`src/rtl/core/ipv4_octet_range_acl_macros.svh`:
```
// assertion macros for the ipv4 octet range access list
`ifndef IPV4_OCTET_RANGE_ACL_MACROS_SVH
`define IPV4_OCTET_RANGE_ACL_MACROS_SVH

// same-cycle implication, checked out of reset
`define IORACL_ASSERT_IMPL(label, ante, cons, msg) \
  label: assert property (@(posedge clk_i) disable iff (!rst_ni) (ante) |-> (cons)) \
    else $error(msg);

// next-cycle implication, checked out of reset
`define IORACL_ASSERT_NEXT(label, ante, cons, msg) \
  label: assert property (@(posedge clk_i) disable iff (!rst_ni) (ante) |=> (cons)) \
    else $error(msg);

`endif

```
`src/rtl/core/ioracl_pkg.sv`:
```
// package: types, constants and request codes of the ipv4 octet range access list
`default_nettype none

package ioracl_pkg;

  localparam int unsigned TABLE_DEPTH  = 16;
  localparam int unsigned IDX_W        = (TABLE_DEPTH > 1) ? $clog2(TABLE_DEPTH) : 1;
  localparam int unsigned CNT_W        = $clog2(TABLE_DEPTH + 1);
  localparam int unsigned RULE_INDEX_W = 4;
  localparam int unsigned OCTETS       = 4;

  localparam logic [1:0] REQ_LOOKUP = 2'd0;
  localparam logic [1:0] REQ_APPEND = 2'd1;
  localparam logic [1:0] REQ_CLEAR  = 2'd2;

  typedef struct packed {
    logic [1:0]  req_type;
    logic [31:0] address;
    logic [31:0] range_low;
    logic [31:0] range_high;
    logic [7:0]  type_byte;
  } req_t;

  typedef struct packed {
    logic                    hit;
    logic [RULE_INDEX_W-1:0] rule_index;
    logic [7:0]              matched_type;
    logic                    status;
  } rsp_t;

  typedef struct packed {
    logic [31:0] low;
    logic [31:0] high;
    logic [7:0]  type_byte;
  } entry_t;

  localparam int unsigned ENTRY_W = $bits(entry_t);

endpackage

`default_nettype wire

```
`src/rtl/core/ipv4_octet_range_acl.sv`:
```
// top level: first-match ipv4 octet range access list with a rule table in ram
//
//   channel   | ports                  | handshake
//   ----------+------------------------+--------------------------------------
//   request   | start, busy, req_i     | taken at a clock edge with start & !busy
//   result    | valid_o, rsp_o         | one cycle strobe, no back pressure
//
// append, clear and unused codes: result on the ports the cycle after the request edge,
//   busy never rises
// lookup: one cycle per rule scanned (one ram read each, compare on the next cycle),
//   result registered from the compare of the matching or last rule, which ends the scan
// busy stays high for the whole scan; the next request may come with the result
// reset empties the table at once; stored entries are only compared below the rule count
`default_nettype none

`include "ipv4_octet_range_acl_macros.svh"

module ipv4_octet_range_acl
  import ioracl_pkg::*;
(
  input  wire logic clk_i,
  input  wire logic rst_ni,
  input  wire logic start,
  output logic      busy,
  input  wire req_t req_i,
  output logic      valid_o,
  output rsp_t      rsp_o
);

  typedef enum logic [1:0] {
    S_IDLE = 2'b01,
    S_SCAN = 2'b10
  } state_e;

  state_e           state_q, state_d;
  logic [CNT_W-1:0] rule_count_q, rule_count_d;
  logic [IDX_W-1:0] cmp_idx_q, cmp_idx_d;
  logic             valid_q, valid_d;
  rsp_t             rsp_q, rsp_d;

  logic             accept;
  logic             full;
  logic             last;
  logic             match;
  logic             ram_we;
  logic [IDX_W-1:0] ram_waddr;
  logic [IDX_W-1:0] ram_raddr;
  entry_t           ram_wdata;
  entry_t           ram_rdata;
  logic [ENTRY_W-1:0] ram_rdata_raw;
  logic [31:0]      addr_q;

  assign busy   = (state_q != S_IDLE);
  assign accept = start && (state_q == S_IDLE);
  assign full   = (rule_count_q == CNT_W'(TABLE_DEPTH));
  assign last   = (CNT_W'(cmp_idx_q) == rule_count_q - CNT_W'(1));

  assign ram_waddr = rule_count_q[IDX_W-1:0];
  assign ram_wdata = '{low: req_i.range_low, high: req_i.range_high,
                       type_byte: req_i.type_byte};
  assign ram_raddr = (state_q == S_SCAN) ? cmp_idx_q + IDX_W'(1) : '0;
  assign ram_rdata = entry_t'(ram_rdata_raw);

  ioracl_ram #(
    .WIDTH (ENTRY_W),
    .DEPTH (TABLE_DEPTH)
  ) u_rule_ram (
    .clk_i   (clk_i),
    .we_i    (ram_we),
    .waddr_i (ram_waddr),
    .wdata_i (ram_wdata),
    .raddr_i (ram_raddr),
    .rdata_o (ram_rdata_raw)
  );

  // address lies inside the rule's bounds on every octet
  always_comb begin
    logic [7:0] a_oct;
    logic [7:0] l_oct;
    logic [7:0] h_oct;
    match = 1'b1;
    for (int k = 0; k < OCTETS; k++) begin
      a_oct = addr_q[8*k +: 8];
      l_oct = ram_rdata.low[8*k +: 8];
      h_oct = ram_rdata.high[8*k +: 8];
      if ((l_oct > a_oct) || (a_oct > h_oct)) begin
        match = 1'b0;
      end
    end
  end

  // lookup address held for the scan
  always_ff @(posedge clk_i) begin
    if (accept) begin
      addr_q <= req_i.address;
    end
  end

  always_comb begin
    state_d      = state_q;
    rule_count_d = rule_count_q;
    cmp_idx_d    = cmp_idx_q;
    valid_d      = 1'b0;
    rsp_d        = '0;
    ram_we       = 1'b0;
    unique case (state_q)
      S_IDLE: begin
        if (accept) begin
          unique case (req_i.req_type)
            REQ_LOOKUP: begin
              if (rule_count_q == '0) begin
                valid_d = 1'b1;
              end else begin
                state_d   = S_SCAN;
                cmp_idx_d = '0;
              end
            end
            REQ_APPEND: begin
              valid_d = 1'b1;
              if (full) begin
                rsp_d.status = 1'b1;
              end else begin
                ram_we           = 1'b1;
                rsp_d.rule_index = RULE_INDEX_W'(rule_count_q);
                rule_count_d     = rule_count_q + CNT_W'(1);
              end
            end
            REQ_CLEAR: begin
              valid_d      = 1'b1;
              rule_count_d = '0;
            end
            default: begin
              valid_d = 1'b1;
            end
          endcase
        end
      end
      S_SCAN: begin
        if (match) begin
          valid_d            = 1'b1;
          rsp_d.hit          = 1'b1;
          rsp_d.rule_index   = RULE_INDEX_W'(cmp_idx_q);
          rsp_d.matched_type = ram_rdata.type_byte;
          state_d            = S_IDLE;
        end else if (last) begin
          valid_d = 1'b1;
          state_d = S_IDLE;
        end else begin
          cmp_idx_d = cmp_idx_q + IDX_W'(1);
        end
      end
      default: begin
        state_d = S_IDLE;
      end
    endcase
  end

  always_ff @(posedge clk_i or negedge rst_ni) begin
    if (!rst_ni) begin
      state_q      <= S_IDLE;
      rule_count_q <= '0;
      cmp_idx_q    <= '0;
      valid_q      <= 1'b0;
    end else begin
      state_q      <= state_d;
      rule_count_q <= rule_count_d;
      cmp_idx_q    <= cmp_idx_d;
      valid_q      <= valid_d;
    end
  end

  always_ff @(posedge clk_i) begin
    rsp_q <= rsp_d;
  end

  assign valid_o = valid_q;
  assign rsp_o   = rsp_q;

  `IORACL_ASSERT_IMPL(a_count_bound, 1'b1, rule_count_q <= CNT_W'(TABLE_DEPTH), "rule count past depth")
  `IORACL_ASSERT_IMPL(a_scan_in_range, state_q == S_SCAN, CNT_W'(cmp_idx_q) < rule_count_q, "scan past last rule")
  `IORACL_ASSERT_NEXT(a_append_grows, accept && req_i.req_type == REQ_APPEND && !full, rule_count_q == $past(rule_count_q) + CNT_W'(1), "append lost")
  `IORACL_ASSERT_NEXT(a_request_progress, accept, valid_q || state_q == S_SCAN, "request dropped")
  `IORACL_ASSERT_IMPL(a_hit_ok_status, valid_q && rsp_q.hit, !rsp_q.status, "hit with error status")

endmodule

`default_nettype wire

```
`src/rtl/core/ioracl_ram.sv`:
```
// generic single-write, single-read ram with registered read data
`default_nettype none

module ioracl_ram #(
  parameter int unsigned WIDTH = 8,
  parameter int unsigned DEPTH = 16,
  localparam int unsigned AW = (DEPTH > 1) ? $clog2(DEPTH) : 1
) (
  input  wire logic             clk_i,
  input  wire logic             we_i,
  input  wire logic [AW-1:0]    waddr_i,
  input  wire logic [WIDTH-1:0] wdata_i,
  input  wire logic [AW-1:0]    raddr_i,
  output logic      [WIDTH-1:0] rdata_o
);

  logic [WIDTH-1:0] mem_q [DEPTH];

  always_ff @(posedge clk_i) begin
    if (we_i) begin
      mem_q[waddr_i] <= wdata_i;
    end
    rdata_o <= mem_q[raddr_i];
  end

endmodule

`default_nettype wire

```
`config.mk`:
```
export PLATFORM = sky130hd
export DESIGN_NAME = ipv4_octet_range_acl
export DESIGN_NICKNAME = d
export VERILOG_FILES = /design/src/rtl/core/ioracl_pkg.sv /design/src/rtl/core/ipv4_octet_range_acl.sv /design/src/rtl/core/ioracl_ram.sv
export VERILOG_INCLUDE_DIRS = /design/src /design/src/rtl/core
export SDC_FILE = /design/constraint.sdc
export NUM_CORES = 2
export LEC_CHECK = 0
export BUFFER_PORTS_ARGS = -buffer_cell sky130_fd_sc_hd__buf_2
export CAP_MARGIN = 20
export CORE_ASPECT_RATIO = 1.5
export CORE_MARGIN = 2
export CORE_UTILIZATION = 60
export DETAILED_ROUTE_END_ITERATION = 7
export GPL_ROUTABILITY_DRIVEN = 0
export PLACE_DENSITY = 0.82
export SETUP_SLACK_MARGIN = 0.3
export SLEW_MARGIN = 5
export SYNTH_ARGS = -nofsm -noshare
export SYNTH_HDL_FRONTEND = slang
export SYNTH_SLANG_ARGS = --single-unit
```
`constraint.sdc`:
```
create_clock -name clk_i -period 8 [get_ports clk_i]
set_input_delay 0.8 -clock clk_i [delete_from_list [all_inputs] [get_ports clk_i]]
set_output_delay 0.8 -clock clk_i [all_outputs]
set_load 0.01 [all_outputs]
```
==> impl_summary.log <==
INFO  metric dr_total_vias = 28.7k
INFO  metric cts-buffers-inserted = roughly 110
INFO  metric path_cells = buf_4 > buf_4 > buf_4 > and2_1 > a211oi_1 > a311oi_1 > a211oi_1 > a21oi_1
INFO  metric area_delta_synth_final = 10.6%
INFO  metric worst_path_max_delay_cell = dfrtp_4
INFO  metric timing.hold.worst.class = primary input to flop
INFO  metric synthDominantAreaCellType = edfxtp_1
INFO  metric area.sequential = 0.0376 mm²
INFO  metric maxClockFrequency = ~0.21 GHz
INFO  metric initial_core_util = 60.3%
INFO  metric multi_input_area = 0.0118 mm²
INFO  metric pwr_density_cell = 278 mW/mm²
INFO  metric max_cap_violations = 0
INFO  metric crit_path_frequent_cell = buf_4
INFO  metric finalClockSkew = between 0.02 and 0.025 ns
INFO  metric synth_cell_type_count = 60
INFO  metric critical-path-max-stage-delay = 0.99 ns
INFO  metric drt-pass1-iter-count = 7
INFO  metric ant_nets = 0
INFO  metric number_of_synthesized_flops_with_an_enable_pin = approximately 1.2k
INFO  metric die_area = 0.0863 mm²
INFO  metric critical_path_arrival = about 5.3 ns
INFO  metric cts_root_buffer = clkbuf_16
INFO  metric tritoncts = yes
INFO  metric clock_latency = 0.71 ns
INFO  metric ys_ff_latch = 1282
INFO  metric grt_usage = 28.7%
INFO  metric std_cell_rows = 130
INFO  metric number_of_failing_setup_endpoints_in_the_final_timing_report = 0
INFO  metric place.port_buffers = around 120
INFO  metric maxSlewHeadroom = 12.5%
INFO  metric holdWs = 0.275 ns
INFO  metric core_box_area = ~0.083 mm²
INFO  metric tightestPinTransition = 1.31 ns
INFO  metric drt_first_iter_violations = 3814
INFO  metric setup.worst_path.class = flop to flop
INFO  metric dominantRegCellSynth = edfxtp_1
INFO  metric fraction_of_registers_with_async_set_reset = 0.936%
INFO  metric synth.avg_cell_area = 16.6 µm²
INFO  metric syn_nets = 3219
INFO  metric grt_first_pass_wirelength = ~180000 µm
INFO  metric run_status = finished, final reports clean
INFO  metric floorplan.io_pins = 125
INFO  metric detail_route.drc_violations = 0
INFO  metric rsz0062_at_grt = false
INFO  metric clock_path_buffers = 3
INFO  metric final_min_period_over_clock_period = approximately 60%
INFO  metric clock_pin_slew_on_the_worst_setup_and_hold_paths = 0.07 ns
INFO  metric via_count_of_the_first_global_routing_pass = 29.2k
INFO  metric routed_wl = approximately 120000 µm
INFO  metric netlist.area_leader.share = 70.6%
INFO  metric cts-resized-gates = 0
INFO  metric netlist_top_cells_area = edfxtp_1 71%, mux2i_1 5.7%, dfxtp_1 3.4%
INFO  metric antenna_found_initial = 15
INFO  metric maximum_number_of_pins_on_one_net_before_global_route_repair = around 200
INFO  metric vias_per_cell = ~6.6
INFO  metric cts.hold.buffers_added = 1
INFO  metric htree_num_levels = 3
INFO  metric detail_route.wl_per_cell = 28.3 µm
INFO  metric yosysWarningCount = 0
INFO  metric period_minus_slack = between 4 and 5 ns
INFO  metric timing.critical_path.to_type = flop
INFO  metric required_arrival_time_at_the_worst_endpoint = 8.62 ns
INFO  metric critPathLaunchType = flop
INFO  metric number_of_pins_exceeding_their_max_slew_limit_in_the_final_report = 0
INFO  metric numClockSinks = roughly 1.3k
INFO  metric netlist_area = roughly 0.050 mm²
INFO  metric final.setup.tns = 0 ns
INFO  metric post-dp-hpwl = 64600 µm
INFO  metric syn_inst = approximately 3.0k
INFO  metric num-nets-final = 3306
INFO  metric worst_ir_drop_vdd = 0.000205 V
INFO  metric dieWidth = approximately 240 µm
INFO  metric fp.dieH = 359 µm
INFO  metric cts_post_setup_buffers_inserted = 0
INFO  metric static-leakage-power = ~0.019 µW
INFO  metric grt-ovfl-total = 0
INFO  metric nFillCells = 5125
INFO  metric synth_sequential_area_ratio = 74.6%
INFO  metric finalHoldViolCount = 0
INFO  metric drive_above_1_share = 13.3%
INFO  metric cp_max_fo = 64
metal layers:
| metal | vias up | track usage (%) | share of wire, % |
|---|---|---|---|
| met5 | - | 0 | 0.052 |
| met4 | 10 | 15.7 | 5.0 |
| met3 | 353 | 5.05 | 8.9 |
| met2 | 1788 | 48.1 | 51 |
| met1 | 14445 | 35.5 | 35 |
| li1 | 12066 | - | - |
flip-flops by register name, indices dropped and copies added (netlist names):
register,count
rule_count_q,5
cmp_idx_q,4
u_rule_ram.mem_q,1152
state_q,2
rsp_o,14
valid_o,1
addr_q,32
u_rule_ram.rdata_o,72
stage by stage:
step           setup slack [ns]  cell area, µm²  std cells  total power, µW  utilization [%]
2_1_floorplan             0.646           50300       3039             9440                -
3_3_place_gp               3.66           52000       4139            10100             62.4
3_5_place_dp               3.49           52000       4139            10200             62.4
4_1_cts                    3.37           55600       4341            15500             66.7
5_1_grt                    3.19           55600       4347            15900             66.7
6_report                   3.34           55700       4352            15500             66.7
cells in the mapped netlist (2+ instances only):
library cell     n
and2_0           5
nor3_1           7
inv_1           72
buf_2           56
mux2i_1        288
xnor2_1          4
a31oi_1         72
nor2b_1          8
nand4_1         16
mux4_2          74
and4_1           3
nand3b_1         4
ha_1            71
xor2_1           4
nor3b_1          2
nor2_1          16
and2_1         154
a21oi_1        102
o21ai_0         18
o22ai_1          3
o211ai_1        10
edfxtp_1      1184
a21o_1           2
o21a_1           4
and3_1           7
nand2b_1         6
o31ai_1          4
clkbuf_1       109
buf_4            3
dfxtp_1         86
a211oi_1       215
buf_1           12
o221ai_1         2
dfrtp_1         11
a311oi_1        71
nand2_1        310
area by class of cell:
type	instances	share of cell area, %
Timing Repair Buffer	159	1.70
Clock inverter	62	1.18
Multi-Input combinational cell	1503	21.3
Inverter	74	0.504
Antenna cell	11	0.0495
Clock buffer	139	5.26
Sequential cell	1282	67.5
Tap cell	1122	2.52
report_power, final:
group | internal, µW | leakage [µW] | switching (µW)
sequential | 7550 | 0.0115 | 219
combinational | 884 | 0.00589 | 1500
clock | 2980 | 0.00176 | 2350
placed cells by master, fill, tap and decap left out, types with 5 or more instances in the layout:
cell / n
and2_0: 5
edfxtp_1: 1184
mux2i_1: 288
a21oi_1: 102
clkbuf_8: 9
nand4_1: 16
mux4_2: 74
dfxtp_1: 86
nand2_1: 307
clkbuf_16: 109
nand2b_1: 6
nor2b_1: 8
a211oi_1: 215
clkinvlp_4: 5
a31oi_1: 72
a311oi_1: 71
nor3_1: 6
clkbuf_1: 21
buf_4: 29
nor2_1: 14
clkinv_2: 26
inv_1: 72
and2_1: 146
and2_4: 8
buf_12: 5
dfrtp_1: 10
o21ai_0: 18
diode_2: 11
o211ai_1: 10
and3_4: 7
bufinv_16: 12
clkinv_1: 14
ha_1: 71
buf_2: 124
kinds of logic after synthesis:
group / count (synthesis) / share of synthesized area [%]
DFF: 1282 / 74.6
and+or+nand+nor: 546 / 5.24
AOI/OAI and AO/OA: 516 / 7.13
muxes: 362 / 9.04
buffers and inverters: 254 / 2.06
adders and majority gates: 71 / 1.76
xor gates and xnor gates: 8 / 0.139
worst paths after layout:
kind / startpoint / endpoint / slack (ns) / cells after the start
worst max-delay path: cmp_idx_q[0] / u_rule_ram.rdata_o[36] / 3.34 / 8
worst min-delay path: req_i[98] / addr_q[26] / 0.28 / 1
worst max register to register: cmp_idx_q[0] / u_rule_ram.rdata_o[36] / 3.34 / 8
worst min register to register: u_rule_ram.rdata_o[7] / rsp_o[8] / 0.44 / 1
max in group asynchronous: rst_ni / state_q[0] / 7.20 / 2
min in group asynchronous: rst_ni / cmp_idx_q[3] / 0.52 / 2
critical path: cells and delay by family, from the launching register on:
family          cells  cell delay [ns]
flops               1             0.99
buf+inv             3             2.46
compound gates      4             0.75
simple gates        1             0.25
(Power assumes the default switching activity.)
